## config.mk

```make
export PLATFORM = sky130hd
export DESIGN_NAME = rbes_div
export DESIGN_NICKNAME = d
export VERILOG_FILES = /design/src/sv/rbes_pkg.sv /design/src/sv/rbes_div.sv
export SDC_FILE = /design/constraint.sdc
export NUM_CORES = 1
export LEC_CHECK = 0
export BUFFER_PORTS_ARGS = -buffer_cell sky130_fd_sc_hd__buf_2
export CAP_MARGIN = 20
export CORE_AREA = 2 2 139 141
export DETAILED_ROUTE_END_ITERATION = 8
export DIE_AREA = 0 0 141 143
export MAX_ROUTING_LAYER = met4
export PLACE_DENSITY = 0.46
export SLEW_MARGIN = 20
export SYNTH_ARGS = -nofsm -noshare
export SYNTH_HDL_FRONTEND = slang
export SYNTH_SLANG_ARGS = --single-unit
export TNS_END_PERCENT = 100
```

## constraint.sdc

```tcl
create_clock -name aclk -period 3.2 [get_ports aclk]
set_input_delay 0.48 -clock aclk [delete_from_list [all_inputs] [get_ports aclk]]
set_output_delay 0.48 -clock aclk [all_outputs]
set_load 0.02 [all_outputs]
```

## src/sv/rbes_pkg.sv

```systemverilog
// Shared types, constants and helper functions for the rigid body Euler step block.
package rbes_pkg;

    localparam int FRAC_BITS_DEF = 16;
    localparam int REG_W         = 31;
    localparam int CFG_IDX_W     = 3;

    // configuration register indexes
    localparam logic [CFG_IDX_W-1:0] REG_BODY_MASS     = 3'd0;
    localparam logic [CFG_IDX_W-1:0] REG_TIME_STEP     = 3'd1;
    localparam logic [CFG_IDX_W-1:0] REG_GRAVITY_FORCE = 3'd2;
    localparam logic [CFG_IDX_W-1:0] REG_FRICTION_X    = 3'd3;
    localparam logic [CFG_IDX_W-1:0] REG_FRICTION_Y    = 3'd4;
    localparam logic [CFG_IDX_W-1:0] REG_DEAD_ZONE     = 3'd5;

    localparam logic [REG_W-1:0] BODY_MASS_RST     = 31'd65536;
    localparam logic [REG_W-1:0] TIME_STEP_RST     = 31'd1092;
    localparam logic [REG_W-1:0] GRAVITY_FORCE_RST = 31'd642253;
    localparam logic [REG_W-1:0] FRICTION_RST      = 31'd0;
    localparam logic [REG_W-1:0] DEAD_ZONE_RST     = 31'd6554;

    localparam logic [1:0] AXIS_X = 2'd0;
    localparam logic [1:0] AXIS_Y = 2'd1;
    localparam logic [1:0] AXIS_Z = 2'd2;

    localparam logic PASS_VEL = 1'b0;
    localparam logic PASS_POS = 1'b1;

    localparam logic STATUS_OK  = 1'b0;
    localparam logic STATUS_ERR = 1'b1;

    typedef enum logic [2:0] {
        ST_IDLE,
        ST_FORCE,
        ST_DIV_START,
        ST_DIV_WAIT,
        ST_MUL,
        ST_SCALE,
        ST_ACC,
        ST_OUT
    } state_t;

    function automatic logic signed [31:0] sat32(input logic signed [63:0] v);
        logic signed [63:0] max_v;
        logic signed [63:0] min_v;
        max_v = 64'sh0000_0000_7FFF_FFFF;
        min_v = -64'sh0000_0000_8000_0000;
        if (v > max_v) begin
            sat32 = 32'sh7FFF_FFFF;
        end else if (v < min_v) begin
            sat32 = -32'sh8000_0000;
        end else begin
            sat32 = v[31:0];
        end
    endfunction

    function automatic logic [31:0] mag32(input logic signed [31:0] v);
        mag32 = v[31] ? (~v + 32'd1) : v;
    endfunction

    function automatic logic signed [31:0] snap(input logic signed [31:0] v,
                                                input logic [REG_W-1:0] dz);
        snap = (mag32(v) < {1'b0, dz}) ? 32'sd0 : v;
    endfunction

endpackage

```

## src/sv/rbes_div.sv

```systemverilog
// Restoring radix-2 divider, one quotient bit per cycle, unsigned operands.
module rbes_div #(
    parameter int FRAC_BITS = rbes_pkg::FRAC_BITS_DEF,
    parameter int DW        = 32 + FRAC_BITS
) (
    input  logic                     aclk,
    input  logic                     aresetn,
    input  logic                     start,
    input  logic [DW-1:0]            dividend,
    input  logic [rbes_pkg::REG_W-1:0] divisor,
    output logic                     done,
    output logic [DW-1:0]            quotient
);

    localparam int CNT_W = $clog2(DW + 1);

    logic [31:0]      rem_reg, rem_next;
    logic [DW-1:0]    quo_reg, quo_next;
    logic [CNT_W-1:0] cnt_reg, cnt_next;
    logic             busy_reg, busy_next;
    logic             done_reg, done_next;
    logic [31:0]      trial;
    logic             q_bit;

    always_comb begin
        trial = {rem_reg[30:0], quo_reg[DW-1]};
        q_bit = (trial >= {1'b0, divisor});
        rem_next  = rem_reg;
        quo_next  = quo_reg;
        cnt_next  = cnt_reg;
        busy_next = busy_reg;
        done_next = 1'b0;
        if (start) begin
            rem_next  = 32'd0;
            quo_next  = dividend;
            cnt_next  = '0;
            busy_next = 1'b1;
        end else if (busy_reg) begin
            rem_next = q_bit ? (trial - {1'b0, divisor}) : trial;
            quo_next = {quo_reg[DW-2:0], q_bit};
            cnt_next = cnt_reg + CNT_W'(1);
            if (cnt_reg == CNT_W'(DW - 1)) begin
                busy_next = 1'b0;
                done_next = 1'b1;
            end
        end
    end

    always_ff @(posedge aclk) begin
        if (!aresetn) begin
            busy_reg <= 1'b0;
            done_reg <= 1'b0;
            cnt_reg  <= '0;
        end else begin
            busy_reg <= busy_next;
            done_reg <= done_next;
            cnt_reg  <= cnt_next;
        end
        rem_reg <= rem_next;
        quo_reg <= quo_next;
    end

    assign done     = done_reg;
    assign quotient = quo_reg;

endmodule

```

==> results of run 1 <==
-- where the power goes --
part / switching [mW] / total (mW) / internal (mW)
Sequential: 0.0650 / 1.36 / 1.30
Combinational: 0.495 / 0.873 / 0.378
Clock: 0.501 / 1.04 / 0.543
-- layer usage --
metal  track usage  up-vias  share of wire  wire length (µm)
met4       0.04316        0          0.011               156
li1              -     2349              -                 -
met1        0.1882     2155           0.49              6780
met2        0.2244      125           0.44              6184
met3       0.03957       13          0.058               811
met5             -        -              0                 0
-- critical path, cell delays in order (launching register included) --
cell	delay, ps
edfxtp_1	350
inv_1	60
ha_1	200
fa_1	400
nand2b_1	200
a211oi_2	230
o21ai_1	140
o21ai_2	150
a31o_2	150
a41oi_4	260
buf_4	260
nor3_1	180
a21oi_1	70
a211oi_2	200
-- metrics by stage --
step,std cells,power (mW),util,cell area (µm²),TNS (ps)
after floorplan,570,1.981,-,5483,0
after global placement,931,2.256,0.3502,6507,-14.89
after detailed placement,931,2.256,0.3502,6507,-137.3
after CTS,947,3.331,0.3659,6799,0
after global routing,949,3.471,0.3665,6809,0
final,949,3.278,0.3665,6809,0
-- worst paths after layout --
path,start,endpoint,slack (ps),cells past startpoint
setup / recovery,quotient[47],rem_reg[21],250,13
hold / removal,aresetn,busy_reg,350,2
setup reg to reg,quotient[47],rem_reg[21],250,13
hold reg to reg,rem_reg[1],rem_reg[1],480,2
-- Yosys cell counts (all sizes together), types with 6 or more instances --
library cell,number
a21oi,58
nor2,58
edfxtp,48
mux2,47
inv,41
dfxtp,39
nand2,37
ha,32
a211oi,27
o21ai,20
clkbuf,17
xor2,16
a21o,13
mux2i,13
xnor2,12
and3,11
buf,9
nand3,7
nand2b,6
nand4,6
-- cells by family after synthesis --
group                    after synthesis
AO/OA/AOI/OAI                        154
AND/OR/NAND/NOR                      141
flip-flops                            87
buffers and inverters                 67
multiplexers                          60
XOR/XNOR                              28
adder cells (fa/ha/maj)               33
-- cell type report --
cell class / count / area [µm²] / area share
sequential: 87 / 2223 / 0.3265
tap: 234 / 292.8 / 0.04300
timing repair buffer: 154 / 855.8 / 0.1257
multi-input combinational: 416 / 2989 / 0.4390
clock buffer: 9 / 225.2 / 0.03308
antenna: 1 / 2.502 / 0.0003675
clock inverter: 7 / 66.31 / 0.009739
inverter: 41 / 153.9 / 0.02260
==> impl_metrics.csv, run 1 <==
group,metric,value,unit
outcome,status,"finished clean",
worst_hold_path,hold_class,"input port to register",
drt,drc,0,
layout,drive_gt1_frac,0.3263,
synthesis,synth_edf_count,48,
place,portBuffers,130,
synthesis,ys_ff_latch,87,
synthesis,synthFlopType,"edfxtp_1",
clock_tree,cts.sinks,87,
synthesis,synth_top_cell_area_share,0.2629,
clock_tree,ctsResizeCount,0,
sta,timing.slew.headroom,0.5911,
place,gp_congestion,0.8371,
sta,setup_viol,0,
critical_path,cp.required,3480,ps
synthesis,yosys-top-cells-area,"edfxtp_1 (26%), dfxtp_1 (14%), mux2_2 (9.7%)",
synthesis,synth_fp_nets,685,
synthesis,synth.mux.area_fraction,0.1203,
clock_tree,hold_buffers,0,
layout,final_cell_mix,"buf_2 (130), nor2_1 (57), a21oi_1 (56)",
die,row_count,50,
sta,worst_pin_slew,613.4,ps
clock_tree,clk_path_buf_depth,2,
clock_tree,path_clk_slew,80,ps
sta,max_freq,338.6,MHz
synthesis,yosysWarnings,0,
clock_tree,htreeDepth,3,
die,die_h,143,µm
clock_tree,cts_root_buf,"clkbuf_16",
sta,period_needed,2953,ps
critical_path,cp-start-kind,"register",
synthesis,synth_xor_area_frac,0.04473,
synthesis,postSynthCellCount,570,
synthesis,yosysUniqueCellTypes,53,
drt,drtIter0Drc,214,
synthesis,yosysSeqAreaShare,0.4053,
clock_tree,cts_setup_buffers,0,
layout,nFillCells,1913,
clock_tree,clk_latency,350,ps
layout,syn2layout_area_growth,24.19,%
global_routing,grt_max_degree,83,
drt,drt-pass1-iter-count,5,
layout,nets,824,
synthesis,yosys.area_share.simple,0.1184,
critical_path,cp_max_fo,12,
place,dpl.hpwl,10.26,mm
global_routing,grt_usage,0.1456,
drt,detail-route-antenna-nets,0,
sta,rsz0062_at_grt,"false",
job,maxCapViolCount,0,
critical_path,worstPathArrival,3230,ps
clock_tree,numCtsBuffers,9,
pwr,ir_worst_vdd,243.0,µV
global_routing,grt_pass1_wl,23.08,mm
die,core-area,18580,µm²
pwr,p_per_area,481.4,nW/µm²
sta,hold_ws,350.0,ps
place,pre_cts_slack,-52.46,ps
drt,via_count,4642,
synthesis,syn-mean-instance-area,9.619,µm²
die,floorplan.initialDensity,0.2951,
sta,finalCritPeriodShare,0.9229,
drt,wl_per_cell,14.68,µm
global_routing,antenna_found_initial,1,
pwr,p_leak,3.055,nW
layout,final_common_cell,"buf_2",
global_routing,grt_pass1_vias,4756,
critical_path,critPathKind,"register to register",
clock_tree,cts_tree,"done",
critical_path,end_kind,"register",
synthesis,yosysTopAreaCell,"edfxtp_1",
synthesis,async_flop_share,0,
die,dieArea,20160,µm²
drt,vias_per_cell,4.891,
die,fp.dieW,141,µm
global_routing,globalRouteOverflowTotal,0,
sta,skew,11.02,ps
synthesis,synth_top_family_by_area,"compound AO/OA/AOI/OAI gates",
die,io_pins,131,
synthesis,synth_area,5483,µm²
drt,totalWireLength,13.93,mm
sta,timing.final.ws_setup,246.7,ps
sta,maxSlewViolCount,0,
layout,largest_reg_flops,48,
synthesis,synth_compound_area_frac,0.1851,
synthesis,synthAdderAreaFrac,0.07668,
sta,hold_viol,0,
Note: power is estimated with default switching activity, not from simulation.
==> run 2: changes to the inputs <==
Settings changed: MAX_ROUTING_LAYER met4 to default.
==> run 2 against run 1 <==
Global-route usage fell by 0.42 points. Clock skew fell by 1.4 ps. Clock-buffer cell count did not move. Sequential cell count did not move. Via count did not move. Non-clock buffer count did not move. Final area barely moved. Critical path type unchanged. Critical endpoint unchanged. Highest routed layer is now met5.
==> impl_metrics.csv, run 2 (same netlist as run 1, synthesis figures left out) <==
group,metric,value,unit
pwr,seqPwrFrac,0.415,
pwr,p_sw,1.062,mW
place,portBuffers,130,
worst_hold_path,hold_class,"input port to register",
clock_tree,cts_tree,"done",
drt,wl_per_cell,14.73,µm
die,die_h,143,µm
critical_path,cp_max_fo,12,
layout,drive_gt1_frac,0.3263,
drt,drtIter0Drc,197,
sta,setup_viol,0,
drt,drt-pass1-iter-count,4,
critical_path,cp.required,3480,ps
die,core-area,18580,µm²
sta,worst_pin_slew,617.8,ps
sta,max_freq,338.7,MHz
sta,maxSlewViolCount,0,
layout,nets,824,
layout,n_antenna_cell,0,
clock_tree,hold_buffers,0,
pwr,p_leak,3.055,nW
clock_tree,htreeDepth,3,
layout,stdcell_area,6807,µm²
pwr,p_per_area,481.6,nW/µm²
sta,hold_ws,349.4,ps
die,floorplan.initialDensity,0.2951,
drt,via_count,4642,
critical_path,path_cells,"inv_1 -> ha_1 -> fa_1 -> nand2b_1 -> a211oi_2 -> o21ai_1 -> o21ai_2 -> a31o_2 -> a41oi_4 -> buf_4 -> nor3_1 -> a21oi_1 -> a211oi_2",
layout,final_common_cell,"buf_2",
clock_tree,path_clk_slew,70,ps
sta,hold_viol,0,
die,fp.dieW,141,µm
pwr,pwr-share-clk,0.319,
layout,multi_input_area,2989,µm²
global_routing,antenna_found_initial,1,
sta,skew,9.580,ps
die,io_pins,131,
clock_tree,numCtsBuffers,9,
sta,rsz0062_at_grt,"false",
drt,drc,0,
global_routing,grt_pass1_wl,23.14,mm
global_routing,grt_max_degree,83,
critical_path,slowest_delay,400,ps
global_routing,grt_usage,0.1415,
critical_path,cp-start-kind,"register",
clock_tree,clk_path_buf_depth,2,
drt,detail-route-antenna-nets,0,
die,row_count,50,
layout,final_cell_mix,"buf_2 (130), nor2_1 (57), a21oi_1 (56)",
critical_path,cpMaxStageDelayCell,"fa_1",
pwr,ir_worst_vdd,246.2,µV
layout,largest_reg_flops,48,
drt,vias_per_cell,4.897,
die,dieArea,20160,µm²
place,post_dp_cell_area,6507,µm²
clock_tree,clk_latency,350,ps
pwr,power_frac_comb,0.266,
layout,syn2layout_area_growth,24.14,%
critical_path,end_kind,"register",
sta,timing.slew.headroom,0.5881,
drt,totalWireLength,13.97,mm
layout,regArea,2223,µm²
place,gp_congestion,0.8246,
layout,nFillCells,1914,
layout,final_cells,948,
job,maxCapViolCount,0,
sta,period_needed,2953,ps
sta,finalCritPeriodShare,0.9227,
pwr,p_int,2.216,mW
clock_tree,cts_root_buf,"clkbuf_16",
critical_path,cp_common_cell,"a211oi_2",
critical_path,critPathKind,"register to register",
place,dpl.hpwl,10.26,mm
clock_tree,cts.sinks,87,
pwr,netSwitchingFraction,0.3239,
critical_path,worstPathArrival,3230,ps
global_routing,globalRouteOverflowTotal,0,
outcome,status,"finished clean",
pwr,finalPower,3.278,mW
place,place_inst,931,
global_routing,grt_pass1_vias,4745,
layout,final_util,0.3663,
[run 2: what timing repair did]
item,CTS,global route
setup buffers,0,1
resized for setup,0,0
setup endpoints to repair,0,20
[run 2: power by group through the flow]
stage,logic (mW),registers [mW],clock network (mW)
6_report,0.873,1.36,1.05
3_3_place_gp,0.873,1.38,0
5_1_grt,0.969,1.38,1.13
4_1_cts,0.878,1.36,1.09
2_1_floorplan,0.532,1.45,0
3_5_place_dp,0.874,1.38,0
[run 2: critical path: cells and delay by family, from the launching register on]
kind / cells / cell delay (ps)
AOI/OAI and AO/OA: 7 / 1200
adders and majority gates: 2 / 600
and+or+nand+nor: 2 / 380
DFF: 1 / 350
buffers and inverters: 2 / 330
[run 2: metrics by stage]
step	worst slack (ps)	setup TNS (ps)
after floorplan	417.0	0
final	247.2	0
after global placement	-14.89	-14.89
after global routing	23.40	0
after detailed placement	-52.46	-137.3
after CTS	137.2	0
[run 2: path summary, 6_finish.rpt]
kind         depth (start not counted)  slack [ps]         start           to
max                                 13         250  quotient[47]  rem_reg[21]
min                                  2         350       aresetn     busy_reg
max reg2reg                         13         250  quotient[47]  rem_reg[21]
min reg2reg                          2         480    rem_reg[1]   rem_reg[1]
[run 2: layout make-up]
| cell class | count | area share |
|---|---|---|
| Tap cell | 234 | 0.04301 |
| Multi-Input combinational cell | 416 | 0.4392 |
| Sequential cell | 87 | 0.3267 |
| Clock inverter | 7 | 0.009743 |
| Timing Repair Buffer | 154 | 0.1257 |
| Clock buffer | 9 | 0.03309 |
| Inverter | 41 | 0.02261 |
[run 2: routing by layer]
metal  vias to the layer above  share of wire  global-route usage
met2                       126           0.44              0.2254
met4                         2          0.011             0.04316
met1                      2152           0.47              0.1809
li1                       2349              -                   -
met5                         -        0.00079                   0
met3                        13          0.071             0.04997
==> run 3: changes to the inputs <==
Settings changed: BUFFER_PORTS_ARGS -buffer_cell sky130_fd_sc_hd__buf_2 to default, DONT_BUFFER_PORTS from default to 1, HOLD_SLACK_MARGIN from default to 0.05, PLACE_DENSITY 0.46 to 0.4.
==> run 3 against run 2 <==
Utilization decreased by 4.0 points. Die area did not move. Sequential cell count is the same. Combinational power decreased by 26%. Routed wire length shrank 4.9%. Clock power hardly changed. Via count decreased by 11%.
==> impl_metrics.csv, run 3 (same netlist as run 1, synthesis figures left out) <==
group,metric,value,unit
place,gp_congestion,0.7915,
drt,detail-route-antenna-nets,0,
worst_hold_path,hold_class,"input port to register",
drt,vias_per_cell,5.093,
clock_tree,path_clk_slew,70,ps
die,row_count,50,
global_routing,grt_usage,0.1338,
drt,drc,0,
critical_path,crit_family,"compound AO/OA/AOI/OAI gates",
critical_path,critPathKind,"register to register",
pwr,p_per_area,519.9,nW/µm²
worst_hold_path,hp-start,"start",
die,dieArea,20160,µm²
drt,wl_per_cell,16.45,µm
pwr,p_leak,2.487,nW
pwr,finalPower,3.154,mW
place,portBuffers,0,
global_routing,grt_pass1_vias,4327,
drt,drtIter0Drc,126,
sta,finalCritPeriodShare,0.9446,
critical_path,cp.required,3480,ps
sta,timing.slew.headroom,0.5726,
drt,totalWireLength,13.28,mm
critical_path,cpMaxStageDelayCell,"a211oi_1",
global_routing,grt_pass1_wl,21.71,mm
die,floorplan.initialDensity,0.2951,
place,dpl.hpwl,9.559,mm
die,io_pins,131,
layout,final_common_cell,"nor2_1",
critical_path,critPathBufInv,1,
clock_tree,cts_tree,"done",
critical_path,worstPathArrival,3300,ps
critical_path,end_kind,"register",
worst_hold_path,min_to,"rem_reg[7]",
sta,max_freq,330.8,MHz
layout,syn2layout_area_growth,10.66,%
sta,worst_pin_slew,641.0,ps
critical_path,worstReg2RegStart,"quotient[47]",
critical_path,r2r_end,"rem_reg[22]",
sta,fin_tns_setup,0,ps
clock_tree,numCtsBuffers,9,
clock_tree,cts_root_buf,"clkbuf_16",
layout,n_antenna_cell,0,
critical_path,slowest_delay,550,ps
die,die_h,143,µm
critical_path,cp_max_fo,3,
clock_tree,clk_latency,350,ps
sta,skew,7.982,ps
layout,largest_reg_flops,48,
layout,drive_gt1_frac,0.1640,
drt,drt-pass1-iter-count,4,
pwr,ir_worst_vdd,247.3,µV
global_routing,grt_max_degree,84,
sta,setup_viol,0,
clock_tree,cts.sinks,87,
clock_tree,hold_buffers,0,
layout,final_cell_mix,"nor2_1 (57), a21oi_1 (56), edfxtp_1 (48)",
critical_path,r2r.worst_path.cells,12,
global_routing,globalRouteOverflowTotal,0,
drt,via_count,4110,
job,maxCapViolCount,0,
layout,nets,683,
sta,rsz0062_at_grt,"false",
die,fp.dieW,141,µm
critical_path,path_cells,"inv_1 -> ha_1 -> fa_2 -> nand2b_1 -> a211oi_2 -> o211ai_1 -> a211oi_1 -> o2111ai_1 -> nand2_1 -> xor2_1 -> nand2_1 -> a21oi_1",
sta,maxSlewViolCount,0,
critical_path,r2r_setup_slack,180,ps
outcome,status,"finished clean",
critical_path,cp-start-kind,"register",
global_routing,antenna_found_initial,0,
clock_tree,clk_path_buf_depth,2,
layout,nFillCells,1899,
clock_tree,htreeDepth,3,
worst_hold_path,worstHoldPathCells,1,
sta,period_needed,3023,ps
sta,hold_viol,0,
die,core-area,18580,µm²
critical_path,cp_common_cell,"nand2_1",
-- run 3: changes by cell type in the layout (fill, tap and decap cells not counted), sizes merged --
cell,change
inv,+3
clkinvlp,-1
buf,-141
clkinv,-2
-- run 3: cell type report --
class,instances,area [µm²],area share
multi-input combinational,416,2995,0.4937
sequential,87,2223,0.3665
tap,234,292.8,0.04826
clock buffer,9,225.2,0.03712
inverter,41,153.9,0.02537
timing repair buffer,13,105.1,0.01732
clock inverter,7,71.32,0.01175
-- run 3: metrics by stage --
| step | utilization | setup WS, ps | hold slack, ps | std cells | instance area [µm²] |
|---|---|---|---|---|---|
| 3_5_place_dp | 0.3094 | 93.47 | 485.9 | 790 | 5749 |
| 6_report | 0.3265 | 177.3 | 199.0 | 807 | 6067 |
| 5_1_grt | 0.3265 | 9.571 | 176.2 | 807 | 6067 |
| 2_1_floorplan | - | 417.0 | 457.7 | 570 | 5483 |
| 3_3_place_gp | 0.3094 | 139.8 | 471.4 | 790 | 5749 |
| 4_1_cts | 0.3254 | 165.1 | 179.6 | 806 | 6046 |
-- run 3: where the power goes --
group          internal [mW]  switching [mW]
logic                  0.285           0.361
clock network          0.552           0.507
registers               1.30           0.150
total                   2.14            1.02
-- run 3: worst max-delay path by stage --
stage,startpoint,end,cells after the start
after floorplan,quotient[47],rem_reg[21],13
after global routing,quotient[47],rem_reg[18],12
after CTS,quotient[47],rem_reg[7],13
final,quotient[47],rem_reg[22],12
after detailed placement,divisor[0],rem_reg[7],12
after global placement,divisor[0],rem_reg[18],11
-- run 3: worst register-to-register path: stages, from the launching register on --
cell       delay (ps)
edfxtp_1          350
inv_1              60
ha_1              210
fa_2              360
nand2b_1          180
a211oi_2          330
o211ai_1          180
a211oi_1          550
o2111ai_1         210
nand2_1           110
xor2_1            220
nand2_1            90
a21oi_1           110
-- run 3: per-layer routing --
layer	track usage	wire length, µm
met3	0.04963	937
met1	0.1729	6234
met2	0.2121	5990
met4	0.03474	116
met5	0	0
-- run 3: what timing repair did --
item,in CTS,in global routing
buffers inserted,0,1
setup endpoints to repair,0,5
gates resized for setup,0,4
